$ cat config.mk
export PLATFORM = sky130hd
export DESIGN_NAME = serial_packet_deframer_crc16_flat
export DESIGN_NICKNAME = d
export VERILOG_FILES = /design/src/rtl/spd_pkg.sv /design/src/rtl/spd_rx_if.sv /design/src/rtl/spd_res_if.sv /design/src/rtl/serial_packet_deframer_crc16.sv /design/src/flat_wrapper.sv
export SDC_FILE = /design/constraint.sdc
export NUM_CORES = 1
export LEC_CHECK = 0
export BUFFER_PORTS_ARGS = -buffer_cell sky130_fd_sc_hd__buf_4
export CAP_MARGIN = 10
export CORE_MARGIN = 2
export CORE_UTILIZATION = 60
export DETAILED_ROUTE_END_ITERATION = 8
export PLACE_DENSITY = 0.86
export SLEW_MARGIN = 15
export SYNTH_ARGS = -nofsm -noshare
export SYNTH_HDL_FRONTEND = slang
export SYNTH_SLANG_ARGS = --single-unit
$ cat constraint.sdc
create_clock -name clk -period 5 [get_ports clk]
set_input_delay 0.25 -clock clk [delete_from_list [all_inputs] [get_ports clk]]
set_output_delay 0.25 -clock clk [all_outputs]
set_load 0.05 [all_outputs]
$ cat src/rtl/spd_pkg.sv
// ----------------------------------------------------------------------------
// spd_pkg
// Shared types, codes and the CRC fold for the serial packet deframer.
// ----------------------------------------------------------------------------
package spd_pkg;

    // Parser phase codes (4-bit state vector).
    localparam logic [3:0] PH_IDLE   = 4'd0;
    localparam logic [3:0] PH_START2 = 4'd1;
    localparam logic [3:0] PH_START3 = 4'd2;
    localparam logic [3:0] PH_LENL   = 4'd3;
    localparam logic [3:0] PH_LENH   = 4'd4;
    localparam logic [3:0] PH_TYPE   = 4'd5;
    localparam logic [3:0] PH_DATA   = 4'd6;
    localparam logic [3:0] PH_CRCL   = 4'd7;
    localparam logic [3:0] PH_CRCH   = 4'd8;
    localparam logic [3:0] PH_END1   = 4'd9;
    localparam logic [3:0] PH_END2   = 4'd10;
    localparam logic [3:0] PH_END3   = 4'd11;

    // Result kinds.
    localparam logic [1:0] KIND_PAYLOAD = 2'd0;
    localparam logic [1:0] KIND_ACCEPT  = 2'd1;
    localparam logic [1:0] KIND_ABORT   = 2'd2;

    // Mark characters and CRC seed.
    localparam logic [7:0]  CHAR_GT    = 8'h3E; // '>'
    localparam logic [7:0]  CHAR_STAR  = 8'h2A; // '*'
    localparam logic [7:0]  CHAR_LT    = 8'h3C; // '<'
    localparam logic [7:0]  CHAR_HASH  = 8'h23; // '#'
    localparam logic [15:0] CRC_INIT   = 16'hFFFF;

    // One result item.
    typedef struct packed {
        logic [1:0]  kind;
        logic [7:0]  payload_byte;
        logic [7:0]  frame_type;
        logic [15:0] frame_length;
    } res_t;

    // Byte-wide update of the reflected CCITT CRC (polynomial 0x8408).
    function automatic logic [15:0] crc_fold(input logic [15:0] crc, input logic [7:0] data);
        logic [7:0]  d;
        logic [15:0] d16;
        d   = data ^ crc[7:0];
        d   = d ^ {d[3:0], 4'b0000};
        d16 = {8'h00, d};
        crc_fold = {d, crc[15:8]} ^ (d16 >> 4) ^ (d16 << 3);
    endfunction

endpackage

$ cat src/rtl/spd_rx_if.sv
// ----------------------------------------------------------------------------
// spd_rx_if
// Received-byte channel: valid/ready handshake carrying one byte per item.
// ----------------------------------------------------------------------------
interface spd_rx_if;
    logic       valid;
    logic       ready;
    logic [7:0] rx_byte;

    modport source (output valid, output rx_byte, input ready);
    modport sink   (input valid, input rx_byte, output ready);
endinterface

$ cat src/rtl/spd_res_if.sv
// ----------------------------------------------------------------------------
// spd_res_if
// Result channel: payload bytes and frame accept/abort indications.
// ----------------------------------------------------------------------------
interface spd_res_if;
    logic        valid;
    logic        ready;
    logic [1:0]  kind;
    logic [7:0]  payload_byte;
    logic [7:0]  frame_type;
    logic [15:0] frame_length;

    modport source (output valid, output kind, output payload_byte, output frame_type,
                    output frame_length, input ready);
    modport sink   (input valid, input kind, input payload_byte, input frame_type,
                    input frame_length, output ready);
endinterface

$ cat src/rtl/serial_packet_deframer_crc16.sv
// ----------------------------------------------------------------------------
// serial_packet_deframer_crc16
// Parses '>*>' len(2) type payload crc(2) '<#<' frames from a byte stream,
// streams the payload out and reports each frame as accepted or aborted.
// ----------------------------------------------------------------------------
//
//   Channel | Modport | Direction | Contents
//   --------+---------+-----------+------------------------------------------
//   rx      | sink    | in        | rx_byte, one received byte per item
//   res     | source  | out       | kind, payload_byte, frame_type,
//           |         |           | frame_length, zero or one per input item
//
// Every byte is parsed in the cycle in which it is accepted, so one item is
// taken per clock while the skid register is empty. Results pass through an
// output register backed by a one-entry skid register; rx.ready drops only
// while the skid register is occupied. Reset (rst_n low, asynchronous)
// returns the parser to idle with the CRC seeded to 0xFFFF and both result
// registers empty.
//
module serial_packet_deframer_crc16
    import spd_pkg::*;
(
    input  logic       clk,
    input  logic       rst_n,
    spd_rx_if.sink     rx,
    spd_res_if.source  res
);

    // ------------------------------------------------------------------
    // Parser state.
    // ------------------------------------------------------------------
    logic [3:0]  phase_reg,    phase_next;
    logic [15:0] exp_len_reg,  exp_len_next;
    logic [15:0] seen_reg,     seen_next;
    logic [15:0] crc_reg,      crc_next;
    logic [7:0]  crc_lo_reg,   crc_lo_next;
    logic [7:0]  type_reg,     type_next;

    // Output register and skid register.
    logic        out_valid_reg,  out_valid_next;
    logic        skid_valid_reg, skid_valid_next;
    res_t        out_data_reg,   out_data_next;
    res_t        skid_data_reg,  skid_data_next;

    logic        accept;
    logic        has_result;
    logic [1:0]  result_kind;
    logic [7:0]  result_byte;
    res_t        result;
    logic        res_fire;
    logic        out_free;
    logic [15:0] seen_inc;
    logic [15:0] rx_crc;
    logic [7:0]  c;

    assign rx.ready = !skid_valid_reg;
    assign accept   = rx.valid && rx.ready;
    assign c        = rx.rx_byte;
    assign seen_inc = seen_reg + 16'd1;
    assign rx_crc   = {c, crc_lo_reg};

    // ------------------------------------------------------------------
    // Frame parser: next state and the result of the current byte.
    // ------------------------------------------------------------------
    always_comb
    begin
        phase_next   = phase_reg;
        exp_len_next = exp_len_reg;
        seen_next    = seen_reg;
        crc_next     = crc_reg;
        crc_lo_next  = crc_lo_reg;
        type_next    = type_reg;
        has_result   = 1'b0;
        result_kind  = KIND_PAYLOAD;
        result_byte  = 8'h00;

        unique case (phase_reg)
            PH_IDLE:   phase_next = (c == CHAR_GT)   ? PH_START2 : PH_IDLE;
            PH_START2: phase_next = (c == CHAR_STAR) ? PH_START3 : PH_IDLE;
            PH_START3: phase_next = (c == CHAR_GT)   ? PH_LENL   : PH_IDLE;
            PH_LENL:
            begin
                exp_len_next = {8'h00, c};
                phase_next   = PH_LENH;
            end
            PH_LENH:
            begin
                exp_len_next = {c, exp_len_reg[7:0]};
                seen_next    = 16'd0;
                crc_next     = CRC_INIT;
                phase_next   = PH_TYPE;
            end
            PH_TYPE:
            begin
                // An empty payload skips straight to the CRC bytes.
                type_next  = c;
                phase_next = (exp_len_reg == 16'd0) ? PH_CRCL : PH_DATA;
            end
            PH_DATA:
            begin
                crc_next    = crc_fold(crc_reg, c);
                seen_next   = seen_inc;
                if (seen_inc >= exp_len_reg)
                begin
                    phase_next = PH_CRCL;
                end
                has_result  = 1'b1;
                result_kind = KIND_PAYLOAD;
                result_byte = c;
            end
            PH_CRCL:
            begin
                crc_lo_next = c;
                phase_next  = PH_CRCH;
            end
            PH_CRCH:
            begin
                if (rx_crc == crc_reg)
                begin
                    phase_next = PH_END1;
                end
                else
                begin
                    phase_next  = PH_IDLE;
                    has_result  = 1'b1;
                    result_kind = KIND_ABORT;
                end
            end
            PH_END1:
            begin
                if (c == CHAR_LT)
                begin
                    phase_next = PH_END2;
                end
                else
                begin
                    phase_next  = PH_IDLE;
                    has_result  = 1'b1;
                    result_kind = KIND_ABORT;
                end
            end
            PH_END2:
            begin
                if (c == CHAR_HASH)
                begin
                    phase_next = PH_END3;
                end
                else
                begin
                    phase_next  = PH_IDLE;
                    has_result  = 1'b1;
                    result_kind = KIND_ABORT;
                end
            end
            PH_END3:
            begin
                phase_next  = PH_IDLE;
                has_result  = 1'b1;
                result_kind = (c == CHAR_LT) ? KIND_ACCEPT : KIND_ABORT;
            end
            default:   phase_next = PH_IDLE;
        endcase
    end

    // The frame fields are taken after this byte's update, as the stream
    // defines them.
    always_comb
    begin
        result.kind         = result_kind;
        result.payload_byte = result_byte;
        result.frame_type   = type_next;
        result.frame_length = exp_len_next;
    end

    // ------------------------------------------------------------------
    // Output register with skid stage.
    // ------------------------------------------------------------------
    assign res_fire = accept && has_result;
    assign out_free = !out_valid_reg || res.ready;

    always_comb
    begin
        out_valid_next  = out_valid_reg;
        skid_valid_next = skid_valid_reg;
        out_data_next   = out_data_reg;
        skid_data_next  = skid_data_reg;

        if (out_free)
        begin
            if (skid_valid_reg)
            begin
                // No item is accepted while the skid register is full.
                out_valid_next  = 1'b1;
                out_data_next   = skid_data_reg;
                skid_valid_next = 1'b0;
            end
            else
            begin
                out_valid_next = res_fire;
                if (res_fire)
                begin
                    out_data_next = result;
                end
            end
        end
        else if (res_fire)
        begin
            skid_valid_next = 1'b1;
            skid_data_next  = result;
        end
    end

    always_ff @(posedge clk or negedge rst_n)
    begin
        if (!rst_n)
        begin
            phase_reg      <= PH_IDLE;
            exp_len_reg    <= 16'd0;
            seen_reg       <= 16'd0;
            crc_reg        <= CRC_INIT;
            crc_lo_reg     <= 8'h00;
            type_reg       <= 8'h00;
            out_valid_reg  <= 1'b0;
            skid_valid_reg <= 1'b0;
        end
        else
        begin
            if (accept)
            begin
                phase_reg   <= phase_next;
                exp_len_reg <= exp_len_next;
                seen_reg    <= seen_next;
                crc_reg     <= crc_next;
                crc_lo_reg  <= crc_lo_next;
                type_reg    <= type_next;
            end
            out_valid_reg  <= out_valid_next;
            skid_valid_reg <= skid_valid_next;
        end
    end

    always_ff @(posedge clk)
    begin
        out_data_reg  <= out_data_next;
        skid_data_reg <= skid_data_next;
    end

    assign res.valid        = out_valid_reg;
    assign res.kind         = out_data_reg.kind;
    assign res.payload_byte = out_data_reg.payload_byte;
    assign res.frame_type   = out_data_reg.frame_type;
    assign res.frame_length = out_data_reg.frame_length;

    // ------------------------------------------------------------------
    // Assertions.
    // ------------------------------------------------------------------
    a_skid_implies_out: assert property (@(posedge clk) disable iff (!rst_n)
        skid_valid_reg |-> out_valid_reg)
        else $error("skid register holds an item while the output register is empty");

    a_phase_legal: assert property (@(posedge clk) disable iff (!rst_n)
        phase_reg <= PH_END3)
        else $error("parser phase outside the defined range");

    a_data_gives_result: assert property (@(posedge clk) disable iff (!rst_n)
        (accept && phase_reg == PH_DATA) |=> out_valid_reg)
        else $error("payload byte accepted without a result");

    a_status_clean_byte: assert property (@(posedge clk) disable iff (!rst_n)
        (out_valid_reg && out_data_reg.kind != KIND_PAYLOAD)
            |-> (out_data_reg.payload_byte == 8'h00))
        else $error("frame status result carries a payload byte");

endmodule

$ cat src/flat_wrapper.sv
// flat-port wrapper written by rule: the top's interface ports become plain ports
module serial_packet_deframer_crc16_flat import spd_pkg::*;
  (clk, rst_n, rx_valid, rx_rx_byte, rx_ready, res_valid, res_kind, res_payload_byte, res_frame_type, res_frame_length, res_ready);
  spd_rx_if rx_i ();
  spd_res_if res_i ();
  input  logic clk;
  input  logic rst_n;
  input wire logic [$bits(rx_i.valid)-1:0] rx_valid;
  input wire logic [$bits(rx_i.rx_byte)-1:0] rx_rx_byte;
  output wire logic [$bits(rx_i.ready)-1:0] rx_ready;
  output wire logic [$bits(res_i.valid)-1:0] res_valid;
  output wire logic [$bits(res_i.kind)-1:0] res_kind;
  output wire logic [$bits(res_i.payload_byte)-1:0] res_payload_byte;
  output wire logic [$bits(res_i.frame_type)-1:0] res_frame_type;
  output wire logic [$bits(res_i.frame_length)-1:0] res_frame_length;
  input wire logic [$bits(res_i.ready)-1:0] res_ready;
  assign rx_i.valid = rx_valid;
  assign rx_i.rx_byte = rx_rx_byte;
  assign rx_ready = rx_i.ready;
  assign res_valid = res_i.valid;
  assign res_kind = res_i.kind;
  assign res_payload_byte = res_i.payload_byte;
  assign res_frame_type = res_i.frame_type;
  assign res_frame_length = res_i.frame_length;
  assign res_i.ready = res_ready;
  serial_packet_deframer_crc16 u_core (.clk(clk), .rst_n(rst_n), .rx(rx_i), .res(res_i));
endmodule
# [Word level (Yosys, flattened, before mapping)]
# Cells that the tools add are included.
[totals] regBits=138 input_bits=12 output_inout_bits=36 elab_cells=84
[classes] addsub=1 n_lt_le_gt_ge=1 eq_ne=17 muxes=28 n_bitwise=5 n_reduce_logical=16
[ops] operator="16-bit case mux with 2 select lines" n=3
[ops] operator="34-bit 2-to-1 mux" n=2
[ops] operator="4-bit case mux with 11 select lines" n=1
[ops] operator="8-bit by 6-bit equality test with 1-bit output (second input constant)" n=4
[ops] operator="16-bit by 1-bit adder with 16-bit output (second input constant)" n=1
[ops] operator="16-bit equality test" n=1
[ops] operator="4-bit by 3-bit equality test with 1-bit output (second input constant)" n=4
[ops] operator="4-bit equality test (second input constant)" n=4
[ops] operator="16-bit greater-or-equal comparator" n=1
[ops] operator="16-bit logical NOT" n=1
[ops] operator="4-bit 2-to-1 mux" n=4
[ops] operator="8-bit 2-to-1 mux" n=2
[ops] operator="16-bit by 11-bit bitwise XOR with 16-bit output" n=1
[ops] operator="16-bit by 4-bit bitwise XOR with 16-bit output" n=1
[ops] operator="8-bit bitwise XOR" n=2
[ops] operator="2-bit 2-to-1 mux" n=6
[ops] operator="2-bit AND reduction" n=5
[ops] operator="4-bit by 2-bit equality test with 1-bit output (second input constant)" n=2
[ops] operator="1-bit 2-to-1 mux" n=8
[ops] operator="2-bit case mux with 4 select lines" n=1
[ops] operator="2-bit nonzero test" n=3
[ops] operator="4-bit by 1-bit equality test with 1-bit output (second input constant)" n=1
[ops] operator="4-bit logical NOT" n=1
[ops] operator="1-bit case mux with 4 select lines" n=1
[ops] operator="other kinds (6)" n=8

# [Longest topological paths before layout]
# Gate-level depths: netlist of the first run.
[logic_depth] word_depth=6 depth_mapped=11 ltp_nobuf=11

# [Least setup slack after synthesis of the first run]
# Ideal clock, no wire load.
[synth_timing] path_type="register to register" from="register u_core.phase_reg[3]" to="register u_core.out_data_reg, in the netlist u_core.res.frame_length[0] (enable)" setup_ps=468 arrival_time_ps=3667 required_ps=4532 slack_ps=865 path_stages_with_launch=7 path_buffers=1 period_less_slack_ps=4135 cell_sequence="dfrtp_1 > clkbuf_1 > nor2b_1 > o21ai_0 > o21ai_1 > a211oi_2 > nor3_1"
[synth_via] elab_chain_cells=6 word_cells_on_any_way=10 classes_between="eq/ne: 5; mux: 1; reduce/logical: 4"
[synth_rtl] element="start, declared" line="serial_packet_deframer_crc16.sv:32" rtl="logic [3:0] phase_reg, phase_next;"
[synth_rtl] element="start signal, assigned" line="serial_packet_deframer_crc16.sv:230" rtl="phase_reg <= phase_next;"
[synth_rtl] element="4-bit equality test / 4-bit by 3-bit equality test with 1-bit output (equally long branches)" line="serial_packet_deframer_crc16.sv:77" rtl="unique case (phase_reg)"
[synth_rtl] element="2-bit OR reduction (no source line)"
[synth_rtl] element="1-bit case mux with 4 select lines (*)" line="serial_packet_deframer_crc16.sv:77"
[synth_rtl] element="1-bit logical AND (*)" line="serial_packet_deframer_crc16.sv:178" rtl="assign res_fire = accept && has_result;"
[synth_rtl] element="2-bit nonzero test (no source line) (*)"
[synth_rtl] element="2-bit AND reduction (no source line) (*)"
[synth_rtl] element="end signal, assigned" line="serial_packet_deframer_crc16.sv:244" rtl="out_data_reg <= out_data_next;"
[synth_rtl] element="end, declared" line="serial_packet_deframer_crc16.sv:42" rtl="res_t out_data_reg, out_data_next;"
# Every way passes the cells marked *; elsewhere a longest branch is shown, timed or not.
# A chain may end at the register's enable or synchronous reset.

# [Final worst setup path of the first run]
[layout_timing] from="register u_core.seen_reg[0]" to="register u_core.phase_reg[0]"
[layout_via] elab_chain_cells=4
[layout_rtl] element="start, declared" line="serial_packet_deframer_crc16.sv:34" rtl="logic [15:0] seen_reg, seen_next;"
[layout_rtl] element="start signal, assigned" line="serial_packet_deframer_crc16.sv:232" rtl="seen_reg <= seen_next;"
[layout_rtl] element="16-bit by 1-bit adder with 16-bit output" line="serial_packet_deframer_crc16.sv:59" rtl="assign seen_inc = seen_reg + 16'd1;"
[layout_rtl] element="16-bit greater-or-equal comparator" line="serial_packet_deframer_crc16.sv:103" rtl="if (seen_inc >= exp_len_reg)"
[layout_rtl] element="2-bit by 1-bit inequality test with 1-bit output (no source line)"
[layout_rtl] element="2-bit AND reduction (no source line)"
# Every way passes these cells.

==> results.yml, run 1 <==
timing:
  rsz0062_at_grt: "false"
  slew_headroom: 0.3520
  slew_violations: 0
  fin_ws_ns: 1.750
  skew_ns: 0.008772
  fmax_mhz: 307.7
  min_period_ns: 3.250
  worst_pin_slew_ns: 0.9720
  hold_viol: 0
  period_share: 0.6500
  holdWs_ns: 0.1658
  setup_viol: 0
  tns_ns: 0
detailed_routing:
  routedWlPerCell_um: 19.71
  via_count: 4951
  vias_per_cell: 6.283
  drtIter0Drc: 397
  drc: 0
  ant_nets: 0
  drtPass1Iterations: 6
  wirelength_mm: 15.53
power_and_ir_drop:
  vdd_drop_max_v: 0.0003111
  leakage_nw: 3.268
  powerDensity_nw_per_um2: 556.9
critical_path:
  cp.arrival_ns: 3.56
  cp.required_ns: 5.31
  cp_max_fo: 7
  crit_path_top_delay_cell: "nor4_2"
  crit_chain: "ha_1 -> inv_1 -> nor4_2 -> nand2_1 -> xnor2_1 -> ha_1 -> nand4_1 -> nor3_1 -> o21ai_0 -> a31oi_1 -> mux2_2"
  max_stage_delay_ns: 0.45
  criticalPathCategory: "reg -> reg"
  crit_path_frequent_cell: "ha_1"
  crit_buf_inv: 1
  crit_path_end_kind: "register"
  crit_path_start_kind: "register"
  path_delay_family: "simple AND/OR/NAND/NOR gates"
cts:
  cts_resized: 0
  cts_max_level: 4
  cts_tree: "done"
  clk_latency_ns: 0.43
  clock-sinks: 138
  clk_pin_slew_ns: 0.06
  cts-buffers-inserted: 17
  cts_root_buf: "clkbuf_16"
  clk_path_buf_depth: 2
synthesis:
  synth_ff_type: "edfxtp_1"
  yosysMostFrequentCell: "edfxtp_1"
  synthTopCellsByArea: "edfxtp_1 (29%), dfrtp_1 (19%), mux2_2 (9.5%)"
  synthTopCellsByCount: "edfxtp_1 (68), nand2_1 (64), mux2_2 (59)"
  ys_seq_area_frac: 0.5442
  syn_area_sq_um: 7008
  synth_top_cell_area_share: 0.2914
  synth_area_per_cell_sq_um: 11.78
  synth_nets: 624
  ys_ff_latch: 138
  yosys_warnings: 0
  synth_edf_count: 68
  synth_top_area_cell: "edfxtp_1"
  synthCells: 595
  async_flop_share: 0.5072
  post_synth_num_cell_types: 60
grt:
  grt_max_degree: 71
  antenna_found_initial: 0
  grt_pass1_vias: 5114
  grt.total_usage: 0.2612
  grt_pass1_wl_mm: 25.74
  grt-ovfl-total: 0
floorplan:
  fp.dieW_um: 112.1
  die_height_um: 112.1
  io_pins: 48
  core_sq_um: 11420
  start_util: 0.6137
  die-area_sq_um: 12560
  placementRows: 39
layout:
  instances_no_fill: 788
  area_growth_pct: 14.78
  nets: 661
  layout-drive-gt1-share: 0.2760
  n_antenna_cell: 0
  largest_reg_flops: 34
placement:
  portBuffers: 47
  dp_slack_ns: 1.945
  gp_congestion: 0.9090
  place_inst: 755
  dp.final_hpwl_mm: 10.08
worst_hold_path:
  holdCritPathClass: "in -> reg"
run:
  cap_viol_max_count: 0
outcome:
  status: "complete, no violations"
==> cell families (layout without fill, tap and decap cells) <==
family | after synthesis | count (layout) | share of synthesized area
AO/OA/AOI/OAI | 98 | 98 | 0.08873
XOR/XNOR | 54 | 54 | 0.06749
adder cells (fa/ha/maj) | 17 | 17 | 0.03035
buffers and inverters | 59 | 109 | 0.03606
flip-flops | 138 | 138 | 0.5442
multiplexers | 67 | 67 | 0.1112
AND/OR/NAND/NOR | 162 | 162 | 0.1219
==> per-layer routing <==
layer,track usage,vias to the layer above,part of all wire
li1,-,2212,-
met1,0.3365,2459,0.41
met2,0.4279,231,0.50
met3,0.06641,49,0.066
met4,0.1065,0,0.028
met5,0,-,0
==> final timing paths <==
check	startpoint	to	slack (ns)	cells past startpoint
max	u_core.seen_reg[0]	u_core.phase_reg[0]	1.75	11
min	rx_valid	u_core.res.valid	0.17	3
max reg2reg	u_core.seen_reg[0]	u_core.phase_reg[0]	1.75	11
min reg2reg	u_core.type_reg[5]	u_core.type_reg[5]	0.48	2
max in group asynchronous	rst_n	u_core.exp_len_reg[9]	3.94	2
min in group asynchronous	rst_n	u_core.crc_lo_reg[7]	0.49	2
==> per-stage QoR <==
step                  util  area [sq um]  total power [W]
finish              0.7045          8044         0.004479
global route        0.7045          8044         0.004686
CTS                 0.7039          8038         0.004457
detailed placement  0.6501          7423         0.003147
global placement    0.6501          7423         0.003065
floorplan                -          7008         0.002812
==> power by group <==
group          internal [W]  leakage [nW]  switching (W)
Clock              0.000812         0.290       0.000474
Sequential          0.00154          1.51       0.000226
Combinational      0.000627          1.47       0.000796
Total               0.00298          3.27        0.00150
==> area by class of cell <==
class | count | area, sq um
Clock buffer | 22 | 464.2
Clock inverter | 10 | 140.1
Fill cell | 691 | 3374
Inverter | 25 | 93.84
Multi-Input combinational cell | 398 | 2960
Sequential cell | 138 | 3814
Tap cell | 143 | 178.9
Timing Repair Buffer | 52 | 392.9
==> worst min-delay path, delay by kind of cell <==
family | cells | cell delay, ns
AOI/OAI and AO/OA | 1 | 0.13
buffers and inverters | 1 | 0.10
and+or+nand+nor | 1 | 0.07
==> cells in the final DEF (no fill, tap or decap), drive strengths merged, types with 5 or more instances in the layout <==
master,count
o31ai,13
inv,27
nor2,23
nand2,65
dfstp,16
o21ai,30
clkbuf,22
mux2,66
nor4,10
nand3,9
xnor2,30
edfxtp,68
ha,17
a21oi,29
nor3,13
xor2,24
o22a,5
buf,51
nand4,5
and2,9
dfrtp,54
==> what timing repair did <==
| action | 4_1_cts | 5_1_grt |
|---|---|---|
| hold endpoints to repair | 54 | 0 |
| setup endpoints to repair | 0 | 0 |
| hold buffers | 1 | 0 |
| buffers inserted | 0 | 0 |
(Power assumes the default switching activity.)
==> inputs of run 2 (changes only) <==
--- a/config.mk
+++ b/config.mk
@@ -8,9 +8,9 @@
 export BUFFER_PORTS_ARGS = -buffer_cell sky130_fd_sc_hd__buf_4
 export CAP_MARGIN = 10
 export CORE_MARGIN = 2
-export CORE_UTILIZATION = 60
+export CORE_UTILIZATION = 55
 export DETAILED_ROUTE_END_ITERATION = 8
-export PLACE_DENSITY = 0.86
+export PLACE_DENSITY = 0.83
 export SLEW_MARGIN = 15
 export SYNTH_ARGS = -nofsm -noshare
 export SYNTH_HDL_FRONTEND = slang
==> constraint.sdc (replaced) <==
create_clock -name clk -period 2.7 [get_ports clk]
set_input_delay 0.135 -clock clk [delete_from_list [all_inputs] [get_ports clk]]
set_output_delay 0.135 -clock clk [all_outputs]
set_load 0.05 [all_outputs]
==> run 2 against run 1 <==
Effect of this change: the flow now finishes with violations (setup timing); global-route usage shrank 1.7 points; combinational power rose by 96%; final area increased by 5.6%; worst setup slack lost 1.8 ns; fmax up 17%; worst hold slack got worse by 0.11 ns; first-iteration DRC count grew 30%; clock skew fell by 0.00083 ns; sequential share of layout area down 2.5 points; critical path depth shrank 1; clock power grew 77%; die area grew 8.8%; critical endpoint is now u_core.phase_reg[3]; largest power group unchanged; highest routed layer unchanged.
==> results.yml, run 2 (synthesis gave the netlist of run 1 again) <==
critical_path:
  crit_path_end_kind: "register"
  cp.arrival_ns: 3.08
  cp_max_fo: 4
  crit_path_start_kind: "register"
  criticalPathCategory: "reg -> reg"
  worstReg2RegStart: "u_core.seen_reg[9]"
  crit_start: "u_core.seen_reg[9]"
  cp.required_ns: 3.00
timing:
  hold_viol: 0
  min_period_ns: 2.785
  period_share: 1.031
  setup_viol: 3
  rsz0062_at_grt: "true"
  slew_headroom: 0.4026
  skew_ns: 0.007939
  tns_ns: -0.2303
  fin_ws_ns: -0.08492
  slew_violations: 0
  worst_pin_slew_ns: 0.8961
  fmax_mhz: 359.1
grt:
  antenna_found_initial: 0
  grt_use_met2: 0.4019
  grt_max_degree: 71
  grt_pass1_wl_mm: 25.36
  use_met1: 0.3085
  grt_pass1_vias: 5032
  grt.total_usage: 0.2441
  grt-ovfl-total: 0
  grt_use_met3: 0.05304
  top_usage_layer: "met2"
floorplan:
  start_util: 0.5599
  core_sq_um: 12520
  die-area_sq_um: 13660
  die_height_um: 116.9
  io_pins: 48
  placementRows: 41
  fp.dieW_um: 116.9
cts:
  cts_max_level: 4
  clk_latency_ns: 0.42
  cts_tree: "done"
  clk_pin_slew_ns: 0.06
  clk_path_buf_depth: 2
  cts_root_buf: "clkbuf_16"
  cts-buffers-inserted: 17
  clock-sinks: 138
layout:
  largest_reg_flops: 34
  n_antenna_cell: 0
  final_common_cell: "buf_4"
  nets: 704
  area_growth_pct: 21.26
  most-common-layout-cells: "buf_4 (92), edfxtp_1 (68), nand2_1 (60), mux2_2 (57), dfrtp_1 (54)"
  finalInstanceArea_sq_um: 8498
  layout-drive-gt1-share: 0.3459
detailed_routing:
  routedWlPerCell_um: 19.39
  via_count: 5189
  drtIter0Drc: 517
  ant_nets: 0
  wirelength_mm: 16.67
  drc: 0
  vias_per_cell: 6.034
  drtPass1Iterations: 5
power_and_ir_drop:
  leakage_nw: 3.538
  powerDensity_nw_per_um2: 976.0
  vdd_drop_max_v: 0.0005386
run:
  cap_viol_max_count: 0
placement:
  placed_cell_area_sq_um: 7705
  gp_congestion: 0.9255
  dp.final_hpwl_mm: 10.48
  portBuffers: 47
outcome:
  violations: "setup timing"
  status: "finished with violations"
worst_hold_path:
  hp-start: "rx_valid"
  holdCritPathClass: "in -> reg"
run 2: cell types whose count changed in the layout (fill, tap and decap cells not counted), moves of 3 or more:
cell      delta
inv_6        +3
nand3_2      +3
nand3_1      -3
buf_4       +41
clkbuf_1     -3
nand2_1      -4
nand2_2      +4
run 2: metrics by stage:
| step | util | hold WS, ns | worst slack (ns) | cells | power, W |
|---|---|---|---|---|---|
| 6_report | 0.6789 | 0.05943 | -0.08492 | 860 | 0.008294 |
| 5_1_grt | 0.6789 | 0.08111 | -0.1534 | 860 | 0.008680 |
| 4_1_cts | 0.6727 | 0.04689 | -0.06894 | 858 | 0.008242 |
| 3_5_place_dp | 0.6156 | 0.3078 | -0.1830 | 811 | 0.005907 |
| 3_3_place_gp | 0.6156 | 0.2954 | 0.04503 | 811 | 0.005768 |
| 2_1_floorplan | - | -0.1606 | 0.003997 | 595 | 0.005214 |
run 2: worst max-delay path, stage by stage, from the launching register on:
cell and delay [ns]:
dfrtp_1 0.44, nand2_2 0.14, nor4_4 0.38, nand3_2 0.17, xnor2_2 0.17, ha_1 0.31
a211oi_1 0.25, o21ai_0 0.12, nor2_1 0.17, a31oi_2 0.17, mux2_4 0.33
run 2: final timing paths:
path / slack, ns / endpoint / cells past startpoint
setup / recovery: -0.08 / u_core.phase_reg[3] / 10
hold / removal: 0.06 / u_core.res.valid / 3
setup reg to reg: -0.08 / u_core.phase_reg[3] / 10
hold reg to reg: 0.49 / u_core.type_reg[0] / 2
max in group asynchronous: 1.72 / u_core.exp_len_reg[4] / 2
min in group asynchronous: 0.39 / u_core.type_reg[4] / 2
run 2: power breakdown:
group	internal, W	switching, W	total, W
Sequential	0.00286	0.000379	0.00324
Combinational	0.00123	0.00154	0.00278
Clock	0.00134	0.000940	0.00228
run 2: cell type report:
cell class / instances / area [sq um]
timing repair buffer: 95 / 740.7
clock buffer: 19 / 452.9
sequential: 138 / 3814
multi-input combinational: 398 / 3048
fill: 832 / 4019
tap: 172 / 215.2
inverter: 25 / 93.84
clock inverter: 13 / 133.9
run 2: layer usage:
metal	wire length [um]	up-vias
met2	8274	255
met4	481	0
met5	0	-
met1	6899	2586
met3	1018	47
li1	-	2301
run 2: what timing repair did:
item,4_1_cts,5_1_grt
hold buffers,1,0
pin swaps,10,12
gates resized for setup,3,14
endpoints found under the setup margin,2,3
setup buffers,14,2
hold endpoints to repair,54,0
